$ cat config.mk
export PLATFORM = sky130hd
export DESIGN_NAME = display_timing_validator_unit
export DESIGN_NICKNAME = d
export VERILOG_FILES = /design/src/sv/dtv_pkg.sv /design/src/sv/display_timing_validator_unit.sv
export SDC_FILE = /design/constraint.sdc
export NUM_CORES = 2
export LEC_CHECK = 0
export BUFFER_PORTS_ARGS = -buffer_cell sky130_fd_sc_hd__buf_2
export CORE_MARGIN = 5
export CORE_UTILIZATION = 36
export DETAILED_ROUTE_END_ITERATION = 16
export PLACE_DENSITY = 0.62
export SLEW_MARGIN = 30
export SYNTH_ARGS = -nofsm -noshare
export SYNTH_HDL_FRONTEND = slang
export SYNTH_SLANG_ARGS = --single-unit
$ cat constraint.sdc
create_clock -name clk -period 10.5 [get_ports clk]
set_input_delay 1.05 -clock clk [delete_from_list [all_inputs] [get_ports clk]]
set_output_delay 1.05 -clock clk [all_outputs]
set_load 0.05 [all_outputs]
$ cat src/sv/dtv_pkg.sv
// shared constants for the display timing validator
// no dependencies; used by display_timing_validator_unit
package dtv_pkg;

  localparam int unsigned PERIOD_W  = 20;
  localparam int unsigned TIM_W     = 13;
  localparam int unsigned PCLK_W    = 41;
  localparam int unsigned VACT_W    = 16;
  localparam int unsigned REFRESH_W = 31;
  localparam int unsigned FRAME_W   = 51;

  // divider datapath
  localparam int unsigned DIVD_W = 64;
  localparam int unsigned DIVS_W = 41;
  localparam int unsigned CNT_W  = 6;

  // bits of dividend handled by each division
  localparam int unsigned LEN_Q = 30;
  localparam int unsigned LEN_A = 41;
  localparam int unsigned LEN_R = 51;
  localparam int unsigned LEN_F = 61;

  localparam logic [29:0] NS_PER_S    = 30'd1000000000;
  localparam logic [30:0] REFRESH_MAX = 31'h7FFF_FFFF;
  localparam logic [9:0]  MILLI       = 10'd1000;

  localparam int unsigned H_MIN_SUM = 11;
  localparam int unsigned ACT_MIN   = 16;

  localparam logic [1:0] KIND_RGB   = 2'd0;
  localparam logic [1:0] KIND_HDMI  = 2'd1;
  localparam logic [1:0] KIND_DSI   = 2'd2;
  localparam logic [1:0] KIND_OTHER = 2'd3;

  localparam logic [1:0] ST_OK   = 2'd0;
  localparam logic [1:0] ST_ZERO = 2'd1;
  localparam logic [1:0] ST_BAD  = 2'd2;

  localparam logic CFG_KIND = 1'b0;
  localparam logic CFG_DSI  = 1'b1;

endpackage

$ cat src/sv/display_timing_validator_unit.sv
// display timing validator: checks one video mode and derives clock, refresh, frame time
// depends on dtv_pkg

// One mode request is taken while the unit is idle and its result is held on the out_
// channel until taken; the next request is taken after that. A mode runs through one
// bit-serial restoring divider, one quotient bit per cycle, shared by up to four
// divisions: 1e9/period (30 steps), pclk/h_total (41) and x1000/v_total (51), both RGB
// only, and h_total*v_total*1e9/pclk (61).
module display_timing_validator_unit (
  input  logic                           clk,
  input  logic                           rst_n,
  input  logic                           cfg_we,
  input  logic                           cfg_index,
  input  logic [7:0]                     cfg_wdata,
  input  logic                           in_valid,
  output logic                           in_stall,
  input  logic [dtv_pkg::PERIOD_W-1:0]   in_pixel_period_ps,
  input  logic [dtv_pkg::TIM_W-1:0]      in_hsync_len,
  input  logic [dtv_pkg::TIM_W-1:0]      in_vsync_len,
  input  logic [dtv_pkg::TIM_W-1:0]      in_left_margin,
  input  logic [dtv_pkg::TIM_W-1:0]      in_upper_margin,
  input  logic [dtv_pkg::TIM_W-1:0]      in_x_res,
  input  logic [dtv_pkg::TIM_W-1:0]      in_y_res,
  input  logic [dtv_pkg::TIM_W-1:0]      in_right_margin,
  input  logic [dtv_pkg::TIM_W-1:0]      in_lower_margin,
  input  logic                           in_hsync_high_active,
  input  logic                           in_vsync_high_active,
  input  logic                           in_stereo,
  output logic                           out_valid,
  input  logic                           out_stall,
  output logic [1:0]                     out_status,
  output logic [dtv_pkg::PCLK_W-1:0]     out_pclk_hz,
  output logic [dtv_pkg::TIM_W-1:0]      out_h_ref,
  output logic [dtv_pkg::TIM_W-1:0]      out_v_ref,
  output logic [dtv_pkg::VACT_W-1:0]     out_v_active_out,
  output logic                           out_neg_hsync,
  output logic                           out_neg_vsync,
  output logic [dtv_pkg::REFRESH_W-1:0]  out_refresh_mhz,
  output logic [dtv_pkg::FRAME_W-1:0]    out_frametime_ns
);

  typedef enum logic [3:0] {
    S_IDLE, S_CHECK, S_START, S_DIV, S_POST, S_PREP, S_MULF, S_OUT
  } state_t;

  typedef enum logic [1:0] { OP_Q, OP_A, OP_R, OP_F } op_t;

  state_t state_r, state_nxt;
  op_t    op_r, op_nxt;

  logic [1:0]  kind_r, kind_nxt;
  logic [7:0]  dsi_r, dsi_nxt;
  logic [dtv_pkg::REFRESH_W-1:0] refresh_r, refresh_nxt;

  // latched request
  logic [dtv_pkg::PERIOD_W-1:0] per_r;
  logic [dtv_pkg::TIM_W-1:0] hsw_r, vsw_r, hbp_r, vbp_r, hact_r, yres_r, hfp_r, vfp_r;
  logic hhi_r, vhi_r, st_r;

  // result
  logic [1:0]                    status_r, status_nxt;
  logic [dtv_pkg::PCLK_W-1:0]    pclk_r, pclk_nxt;
  logic [dtv_pkg::TIM_W-1:0]     href_r, href_nxt, vref_r, vref_nxt;
  logic [dtv_pkg::VACT_W-1:0]    vact_r, vact_nxt;
  logic [dtv_pkg::FRAME_W-1:0]   frame_r, frame_nxt;

  logic [14:0] htot_r, htot_nxt;
  logic [15:0] vtot_r, vtot_nxt;
  logic [60:0] num_r, num_nxt;

  // divider
  logic [dtv_pkg::DIVD_W-1:0] quo_r, quo_nxt;
  logic [dtv_pkg::DIVS_W:0]   rem_r, rem_nxt;
  logic [dtv_pkg::DIVS_W-1:0] dvs_r, dvs_nxt;
  logic [dtv_pkg::CNT_W-1:0]  cnt_r, cnt_nxt;

  logic [dtv_pkg::DIVS_W:0]   trial, diff;
  logic                       ge;

  // timing checks
  logic signed [16:0] hsw_s, vsw_s, hbp_s, vbp_s, hfp_s, vfp_s, hact_s, yres_s;
  logic signed [16:0] lo_s, hr_s, vr_s, href_s, vref_s;
  logic               pre_ok, tim_ok;
  logic [39:0]        pclk_base;
  logic [50:0]        a_k;

  always_comb begin
    hsw_s  = 17'(hsw_r);
    vsw_s  = 17'(vsw_r);
    hbp_s  = 17'(hbp_r);
    vbp_s  = 17'(vbp_r);
    hfp_s  = 17'(hfp_r);
    vfp_s  = 17'(vfp_r);
    hact_s = 17'(hact_r);
    yres_s = 17'(yres_r);

    lo_s = (hsw_s + hbp_s <= 17'sd11) ? 17'sd12 - hsw_s - hbp_s : 17'sd0;
    hr_s = ((hfp_s - 17'sd1 > lo_s) && lo_s[0]) ? lo_s + 17'sd1 : lo_s;
    vr_s = (vsw_s + vbp_s == 17'sd0) ? 17'sd2 : 17'sd1;
    if (vfp_s < vr_s + 17'sd1) begin
      vr_s = vfp_s - 17'sd1;
    end

    if (kind_r == dtv_pkg::KIND_HDMI) begin
      href_s = 17'sd1;
      vref_s = 17'sd1;
      pre_ok = 1'b1;
    end else begin
      href_s = hr_s;
      vref_s = vr_s;
      pre_ok = (lo_s < hfp_s) && (hsw_s >= 17'sd1) && (hact_s >= 17'sd16) &&
               (vsw_s >= 17'sd1) && (yres_s >= 17'sd16);
    end

    tim_ok = pre_ok &&
             (href_s + hsw_s + hbp_s > 17'(dtv_pkg::H_MIN_SUM)) &&
             (vref_s + vsw_s + vbp_s > 17'sd1) &&
             (vfp_s + vsw_s + vbp_s > 17'sd1) &&
             (vsw_s >= 17'sd1) && (hsw_s >= 17'sd1) &&
             (vref_s >= 17'sd1) && (href_s >= 17'sd0) &&
             (vfp_s >= vref_s + 17'sd1) && (hfp_s >= href_s + 17'sd1) &&
             (hact_s >= 17'(dtv_pkg::ACT_MIN)) && (yres_s >= 17'(dtv_pkg::ACT_MIN));
  end

  // one restoring step
  always_comb begin
    trial = {rem_r[dtv_pkg::DIVS_W-1:0], quo_r[dtv_pkg::DIVD_W-1]};
    ge    = trial >= {1'b0, dvs_r};
    diff  = trial - {1'b0, dvs_r};
  end

  assign pclk_base = 40'(quo_r[29:0]) * 40'(dtv_pkg::MILLI);
  assign a_k       = 51'(quo_r[40:0]) * 51'(dtv_pkg::MILLI);

  always_comb begin
    state_nxt   = state_r;
    op_nxt      = op_r;
    kind_nxt    = kind_r;
    dsi_nxt     = dsi_r;
    refresh_nxt = refresh_r;
    status_nxt  = status_r;
    pclk_nxt    = pclk_r;
    href_nxt    = href_r;
    vref_nxt    = vref_r;
    vact_nxt    = vact_r;
    frame_nxt   = frame_r;
    htot_nxt    = htot_r;
    vtot_nxt    = vtot_r;
    num_nxt     = num_r;
    quo_nxt     = quo_r;
    rem_nxt     = rem_r;
    dvs_nxt     = dvs_r;
    cnt_nxt     = cnt_r;

    if (cfg_we) begin
      case (cfg_index)
        dtv_pkg::CFG_KIND: kind_nxt = cfg_wdata[1:0];
        dtv_pkg::CFG_DSI:  dsi_nxt  = cfg_wdata;
        default: ;
      endcase
    end

    case (state_r)
      S_IDLE: begin
        if (in_valid) begin
          state_nxt = S_CHECK;
        end
      end
      S_CHECK: begin
        href_nxt = href_s[dtv_pkg::TIM_W-1:0];
        vref_nxt = vref_s[dtv_pkg::TIM_W-1:0];
        if (st_r) begin
          vact_nxt = {yres_r, 1'b0} + 16'(vsw_r) + 16'(vbp_r) + 16'(vfp_r);
          vtot_nxt = {yres_r, 1'b0} + {vsw_r, 1'b0} + {vbp_r, 1'b0} + {vfp_r, 1'b0};
        end else begin
          vact_nxt = 16'(yres_r);
          vtot_nxt = 16'(yres_r) + 16'(vsw_r) + 16'(vbp_r) + 16'(vfp_r);
        end
        htot_nxt = 15'(hact_r) + 15'(hfp_r) + 15'(hbp_r) + 15'(hsw_r);
        if (per_r == '0) begin
          status_nxt = dtv_pkg::ST_ZERO;
          state_nxt  = S_OUT;
        end else if (!tim_ok) begin
          status_nxt = dtv_pkg::ST_BAD;
          state_nxt  = S_OUT;
        end else begin
          status_nxt = dtv_pkg::ST_OK;
          op_nxt     = OP_Q;
          state_nxt  = S_START;
        end
      end
      S_START: begin
        // dividend left-aligned so that only its own bits are stepped through
        rem_nxt = '0;
        case (op_r)
          OP_Q: begin
            quo_nxt = {dtv_pkg::NS_PER_S, 34'd0};
            dvs_nxt = 41'(per_r);
            cnt_nxt = 6'(dtv_pkg::LEN_Q);
          end
          OP_A: begin
            quo_nxt = {pclk_r, 23'd0};
            dvs_nxt = 41'(htot_r);
            cnt_nxt = 6'(dtv_pkg::LEN_A);
          end
          OP_R: begin
            quo_nxt = {num_r[50:0], 13'd0};
            dvs_nxt = 41'(vtot_r);
            cnt_nxt = 6'(dtv_pkg::LEN_R);
          end
          default: begin
            quo_nxt = {num_r, 3'd0};
            dvs_nxt = pclk_r;
            cnt_nxt = 6'(dtv_pkg::LEN_F);
          end
        endcase
        state_nxt = S_DIV;
      end
      S_DIV: begin
        rem_nxt = ge ? diff : trial;
        quo_nxt = {quo_r[dtv_pkg::DIVD_W-2:0], ge};
        cnt_nxt = cnt_r - 6'd1;
        if (cnt_r == 6'd1) begin
          state_nxt = S_POST;
        end
      end
      S_POST: begin
        case (op_r)
          OP_Q: begin
            pclk_nxt = st_r ? {pclk_base, 1'b0} : {1'b0, pclk_base};
            if (kind_r == dtv_pkg::KIND_RGB) begin
              op_nxt    = OP_A;
              state_nxt = S_START;
            end else begin
              if (kind_r == dtv_pkg::KIND_DSI) begin
                refresh_nxt = 31'(dsi_r) * 31'(dtv_pkg::MILLI);
              end
              state_nxt = S_PREP;
            end
          end
          OP_A: begin
            num_nxt   = 61'(a_k);
            op_nxt    = OP_R;
            state_nxt = S_START;
          end
          OP_R: begin
            refresh_nxt = (quo_r[50:31] != '0) ? dtv_pkg::REFRESH_MAX : quo_r[30:0];
            state_nxt   = S_PREP;
          end
          default: begin
            frame_nxt = quo_r[dtv_pkg::FRAME_W-1:0];
            state_nxt = S_OUT;
          end
        endcase
      end
      S_PREP: begin
        num_nxt   = 61'(31'(htot_r) * 31'(vtot_r));
        state_nxt = S_MULF;
      end
      S_MULF: begin
        num_nxt   = 61'(num_r[30:0]) * 61'(dtv_pkg::NS_PER_S);
        op_nxt    = OP_F;
        state_nxt = S_START;
      end
      S_OUT: begin
        if (!out_stall) begin
          state_nxt = S_IDLE;
        end
      end
      default: state_nxt = S_IDLE;
    endcase
  end

  always_ff @(posedge clk) begin
    if (!rst_n) begin
      state_r   <= S_IDLE;
      op_r      <= OP_Q;
      kind_r    <= dtv_pkg::KIND_RGB;
      dsi_r     <= 8'd60;
      refresh_r <= '0;
    end else begin
      state_r   <= state_nxt;
      op_r      <= op_nxt;
      kind_r    <= kind_nxt;
      dsi_r     <= dsi_nxt;
      refresh_r <= refresh_nxt;
    end
    status_r <= status_nxt;
    pclk_r   <= pclk_nxt;
    href_r   <= href_nxt;
    vref_r   <= vref_nxt;
    vact_r   <= vact_nxt;
    frame_r  <= frame_nxt;
    htot_r   <= htot_nxt;
    vtot_r   <= vtot_nxt;
    num_r    <= num_nxt;
    quo_r    <= quo_nxt;
    rem_r    <= rem_nxt;
    dvs_r    <= dvs_nxt;
    cnt_r    <= cnt_nxt;
    if (state_r == S_IDLE && in_valid) begin
      per_r  <= in_pixel_period_ps;
      hsw_r  <= in_hsync_len;
      vsw_r  <= in_vsync_len;
      hbp_r  <= in_left_margin;
      vbp_r  <= in_upper_margin;
      hact_r <= in_x_res;
      yres_r <= in_y_res;
      hfp_r  <= in_right_margin;
      vfp_r  <= in_lower_margin;
      hhi_r  <= in_hsync_high_active;
      vhi_r  <= in_vsync_high_active;
      st_r   <= in_stereo;
    end
  end

  logic res_ok;
  assign res_ok = (status_r == dtv_pkg::ST_OK);

  assign in_stall         = (state_r != S_IDLE);
  assign out_valid        = (state_r == S_OUT);
  assign out_status       = status_r;
  assign out_pclk_hz      = res_ok ? pclk_r : '0;
  assign out_h_ref        = res_ok ? href_r : '0;
  assign out_v_ref        = res_ok ? vref_r : '0;
  assign out_v_active_out = res_ok ? vact_r : '0;
  assign out_neg_hsync    = res_ok & ~hhi_r;
  assign out_neg_vsync    = res_ok & ~vhi_r;
  assign out_refresh_mhz  = refresh_r;
  assign out_frametime_ns = res_ok ? frame_r : '0;

endmodule

* After elaboration in Yosys (flattened, before gate mapping)
Index checks and enable logic that the tools add are counted.
Storage, ports and cells: register bits after elaboration 554, bits in latches 0, bits in writable memories 0, memory bits (read-only) 0, input port bits 141, memories 0
Cells by class: add/sub/neg operators 30, multipliers 5, div/mod/pow operators 0, magnitude comparators 18, eq/ne operators 22, shift-type cells 0, muxes and demuxes 42, bitwise gates (word level) 6, reduce and logical (&&, ||, !) cells 38
Operators with widths (number):
- $pmux 64 s3 | 1
- $pmux 61 s3 | 1
- $pmux 64 s2 | 1
- $pmux 41 s3 | 1
- $mux 31 | 3
- $mux 17 | 5
- $mux 41 | 2
- $pmux 41 s2 | 1
- $add 13x13->14 | 5
- $pmux 31 s2 | 1
- $mux 61 | 1
- $add 14x13->15 | 4
- $ge 13x5->1 const B | 4
- $mul 31x21->52 const B | 1
- $add 17x2->17 const B | 3
- $mux 51 | 1
- $mul 41x7->48 const B | 1
- $ge 42x41->1 | 1
- $sub 41x41->41 | 1
- $mux 40 | 1
- $mux 13 | 3
- $mul 30x7->37 const B | 1
- $add 17x13->17 | 2
- $add 17x14->17 | 2
- other kinds (59) | 114

* Depth between registers and ports, before layout
word-level depth 24, gate-level depth with buffers 41, mapped depth without buffers 41

* Worst setup path before layout
No wires, ideal clock.
kind register to register, from register hsw_r[1] (netlist bit), to register op_r[1], arrival time 8.046 ns, data required time 10.378 ns, setup slack 2.332 ns, cell stages (with the launch flop) 41, buffers on the path 1, period minus slack after synthesis 8.168 ns, cell sequence edfxtp_1 > inv_1 > ha_1 > nor2_1 > or3_1 > xor2_1 > ha_1 > clkbuf_1 > a21oi_1 > nand2_1 > o2111ai_1 > nand2_1 > o311ai_0 > and2_1 > inv_1 > ha_1 > nand4_1 > or4_1 > [5 not listed] > fa_1 > inv_1 > ha_1 > inv_1 > fa_1 > nor2b_1 > o21ai_0 > a21boi_0 > o21ai_0 > a21oi_1 > nand2_1 > a41oi_1 > o22ai_1 > a31oi_1 > nand4_1 > a211o_1 > o32a_1 > mux2i_1
On the way: longest elaborated chain between the ends 23, elaborated cells on any way between the ends 36, classes of those cells 7 x add/sub; 7 x order compare; 1 x eq/ne; 4 x mux; 17 x reduce/logical
RTL lines:
- start: declaration | line display_timing_validator_unit.sv:57 | logic [dtv_pkg::TIM_W-1:0] hsw_r, vsw_r, hbp_r, vbp_r, hact_r, yres_r, hfp_r, vfp_r;
- start signal: assignment | line display_timing_validator_unit.sv:303 | hsw_r <= in_hsync_len;
- $sub 4x13->14 or $add 13x13->14 (tied branches) | line display_timing_validator_unit.sv:97 | lo_s = (hsw_s + hbp_s <= 17'sd11) ? 17'sd12 - hsw_s - hbp_s : 17'sd0;
- $sub 14x14->15 or $le 14x4->1 (tied branches) | line display_timing_validator_unit.sv:97
- $mux 17 | line display_timing_validator_unit.sv:97
- $gt 14x17->1 | line display_timing_validator_unit.sv:98 | hr_s = ((hfp_s - 17'sd1 > lo_s) && lo_s[0]) ? lo_s + 17'sd1 : lo_s;
- $logic_and 1x1->1 | line display_timing_validator_unit.sv:98
- $mux 17 | line display_timing_validator_unit.sv:98
- $mux 17 | line display_timing_validator_unit.sv:104 | if (kind_r == dtv_pkg::KIND_HDMI) begin
- $add 17x13->17 (2 in series) | line display_timing_validator_unit.sv:116 | (href_s + hsw_s + hbp_s > 17'(dtv_pkg::H_MIN_SUM)) &&
- [3 not listed]
- $logic_and 1x1->1 | line display_timing_validator_unit.sv:117 | (vref_s + vsw_s + vbp_s > 17'sd1) &&
- $logic_and 1x1->1 | line display_timing_validator_unit.sv:118 | (vfp_s + vsw_s + vbp_s > 17'sd1) &&
- $logic_and 1x1->1 (2 in series) | line display_timing_validator_unit.sv:119 | (vsw_s >= 17'sd1) && (hsw_s >= 17'sd1) &&
- $logic_and 1x1->1 (2 in series) | line display_timing_validator_unit.sv:120 | (vref_s >= 17'sd1) && (href_s >= 17'sd0) &&
- $logic_and 1x1->1 (*) (2 in series) | line display_timing_validator_unit.sv:121 | (vfp_s >= vref_s + 17'sd1) && (hfp_s >= href_s + 17'sd1) &&
- $logic_and 1x1->1 (*) | line display_timing_validator_unit.sv:122 | (hact_s >= 17'(dtv_pkg::ACT_MIN)) && (yres_s >= 17'(dtv_pkg::ACT_MIN));
- $ne 2x2->1 (no line) (*)
- $reduce_and 5->1 (no line) (*)
- end signal: assignment | line display_timing_validator_unit.sv:283 | op_r <= op_nxt;
- end: declaration | line display_timing_validator_unit.sv:49 | op_t op_r, op_nxt;
Mark *: on every way between the ends. The rest lies on a longest branch, timed or not. A chain may end at the register's enable or synchronous reset.

* Worst setup path in the final report
Same ends and word-level chain as after synthesis.

==> results.yml <==
yosys:
  synth_top_family_by_area: "adder cells"
  yosys.area_share.adder_pct: 40.4
  synth_compound_area_share_pct: 10.8
  ys.flop_type: "edfxtp_1"
  syn_area_um2: 62000
  synth_largest_area_cell: "fa_1"
  synth_warnings: 0
  avgSynthCellArea_um2: 10.5
  synth_top_area_share_pct: 25.3
  ys_top_cells_by_area: "fa_1, edfxtp_1, ha_1, inv_1, nand2_1"
  synth_edf_count: 504
  synthCells: 5918
  async_reset_ff_share_pct: 0
  ys_seq_area_share_pct: 25.9
  synth_xor_xnor_area_share_pct: 3.74
  synth.distinct_cells: 85
  synth_mux_area_share_pct: 1.68
  synth-seq-cells: 550
  synthSimpleGateAreaFrac_pct: 11.5
floorplan:
  die_y_um: 425
  initial_utilization_pct: 36.2
  num_rows: 152
  die_x_um: 425
  coreArea_um2: 171000
  dieArea_um2: 181000
  ios: 312
routing:
  wl_per_cell_um: 21.4
  met2_length_um: 86600
  drt-vias-per-instance: 5.24
  met1Wirelength_um: 77300
  drt-initial-drc-count: 3356
  drt_first_pass_iters: 10
  finalWirelength_um: 183000
  route.met3.wl_um: 11800
  dr.max_layer_used: "met5"
  vias: 44700
  post-route-drc-count: 0
  ant_nets: 0
clocking:
  insertion_delay_ns: 0.70
  h-tree-depth: 3
  post_cts_buffers: 0
  clock-sinks: 550
  root_buffer: "clkbuf_16"
  ctsResizeCount: 0
  numCtsBuffers: 70
  path_clk_slew_ns: 0.06
  cts_tree: "built"
  clockBufferDepth: 3
  cts-hold-fix-buffers: 0
layout:
  finalNonFillerCells: 8536
  final_cell_mix: "inv_1, fa_1, ha_1"
  multi_input_area_um2: 42400
  syn_to_final_growth_pct: 10.7
  fillers: 16600
  regArea_um2: 16100
  drive_gt1_share_pct: 8.67
  final_common_cell: "inv_1"
  nets: 7836
sta:
  rsz0062_at_grt: "false"
  skew_ns: 0.0383
  hold_viol_final: 0
  fin_crit_ns: 9.59
  slew-limit-headroom_pct: 32.8
  hold_slack_ns: 0.457
  report.final.slew_viol_count: 0
  worst_pin_slew_ns: 1.01
  layout_worst_path_cycle_share_pct: 91.4
  tns_ns: 0
  timing.fmax_ghz: 0.104
  setup_viol: 0
placed_design:
  gp_congestion: 0.941
  port_buffers: 308
  dp.cells: 8399
  hpwlAfterDp_um: 148000
setup_path:
  critPathMaxFanout: 8
  cp.required_ns: 11.08
  worst_ep_arrival_time_ns: 10.17
  crit_start: "hsw_r[1]$_DFFE_PP_"
  crit_path_top_delay_cell: "o311ai_0"
  worstSetupStartpointType: "flip-flop"
  cp-end-kind: "flip-flop"
  cpPeakStageDelay_ns: 0.80
  r2r_start: "hsw_r[1]$_DFFE_PP_"
  critPathKind: "reg -> reg"
global_route:
  grt_pass1_wl_um: 280000
  grt_pass1_vias: 46500
  antenna_found_initial: 11
  grt_max_degree: 89
  grt.overflow.total: 0
  grt_use_total_pct: 20.2
hold_path:
  min_from: "out_refresh_mhz[26]$_SDFFE_PN0P_"
  min_path_type: "reg -> reg"
flow_run:
  drv_cap: 0
outcome:
  outcome: "finished clean"
## cell type report
type                            count  share of cell area, %
Tap cell                         2310                   4.21
Inverter                          797                   4.36
Antenna cell                       10                 0.0365
Multi-Input combinational cell   4391                   61.8
Sequential cell                   550                   23.4
Timing Repair Buffer              353                   2.80
Clock inverter                     42                  0.701
Clock buffer                       83                   2.70
## registers in the layout, indices dropped and copies added (netlist names), 16 cells and up
register	cells
vtot_r	16
rem_r	41
vact_r	16
per_r	20
num_r	61
frame_r	51
dvs_r	41
out_refresh_mhz	31
pclk_r	38
quo_r	64
## stage by stage
stage | util, % | worst slack (ns) | instance area (um2)
4_1_cts | 40.0 | 1.01 | 68500
3_3_place_gp | 38.6 | 1.17 | 66200
3_5_place_dp | 38.6 | 1.02 | 66200
6_report | 40.0 | 0.908 | 68600
5_1_grt | 40.0 | 0.385 | 68600
2_1_floorplan | - | 2.33 | 62000
## routing by layer
metal	global-route usage [%]	vias up
met2	33.9	1512
met5	0	-
met1	26.7	22300
met3	3.48	292
met4	6.61	2
li1	-	20600
## kinds of logic after synthesis
| logic type | after synthesis |
|---|---|
| compound gates | 1034 |
| simple gates | 1457 |
| buf+inv | 979 |
| xor+xnor | 265 |
| other cells | 1 |
| fa+ha+maj | 1532 |
| flops | 550 |
| mux | 100 |
## path summary, 6_finish.rpt
check / endpoint / slack, ns / cells after the start
hold / removal: out_refresh_mhz[26]$_SDFFE_PN0P_ / 0.46 / 2
setup / recovery: op_r[1]$_SDFFE_PN0P_ / 0.91 / 38
setup reg to reg: op_r[1]$_SDFFE_PN0P_ / 0.91 / 38
hold reg to reg: out_refresh_mhz[26]$_SDFFE_PN0P_ / 0.46 / 2
## cell usage after synthesis (9+ instances only)
| cell | n |
|---|---|
| nor2b_1 | 50 |
| a21oi_1 | 260 |
| nand4_1 | 27 |
| edfxtp_1 | 504 |
| o21a_1 | 23 |
| xnor2_1 | 167 |
| o21ai_0 | 248 |
| buf_1 | 15 |
| nor3_1 | 79 |
| o221ai_1 | 20 |
| a221o_1 | 19 |
| or3_1 | 26 |
| a22oi_1 | 37 |
| a211oi_1 | 27 |
| a21boi_0 | 53 |
| o2111ai_1 | 11 |
| o211ai_1 | 18 |
| o31a_1 | 10 |
| nor2_1 | 282 |
| inv_1 | 797 |
| a31oi_1 | 30 |
| a31o_2 | 10 |
| nand2_1 | 476 |
| fa_1 | 782 |
| o22ai_1 | 30 |
| ha_1 | 750 |
| clkbuf_1 | 163 |
| and2_1 | 262 |
| nand2b_1 | 61 |
| mux2i_1 | 70 |
| a21o_1 | 110 |
| o21bai_1 | 28 |
| dfxtp_1 | 46 |
| and3_1 | 40 |
| or2_2 | 11 |
| a22o_1 | 10 |
| xor2_1 | 98 |
| nand3_1 | 65 |
| nor3b_1 | 9 |
| a222oi_1 | 15 |
| mux2_2 | 30 |
| nor4_1 | 34 |
| o31ai_1 | 13 |
## critical path: cells and delay by family (launching register included)
family / cells / cell delay [ns]
muxes: 1 / 0.13
AOI/OAI and AO/OA: 14 / 4.36
adders and majority gates: 6 / 2.05
xor gates and xnor gates: 1 / 0.16
DFF: 1 / 0.44
buffers and inverters: 5 / 0.62
and+or+nand+nor: 11 / 1.75
Power is left out: the tool's default activity adds up to more than one toggle a clock period on the data nets, which glitch-free logic cannot reach.
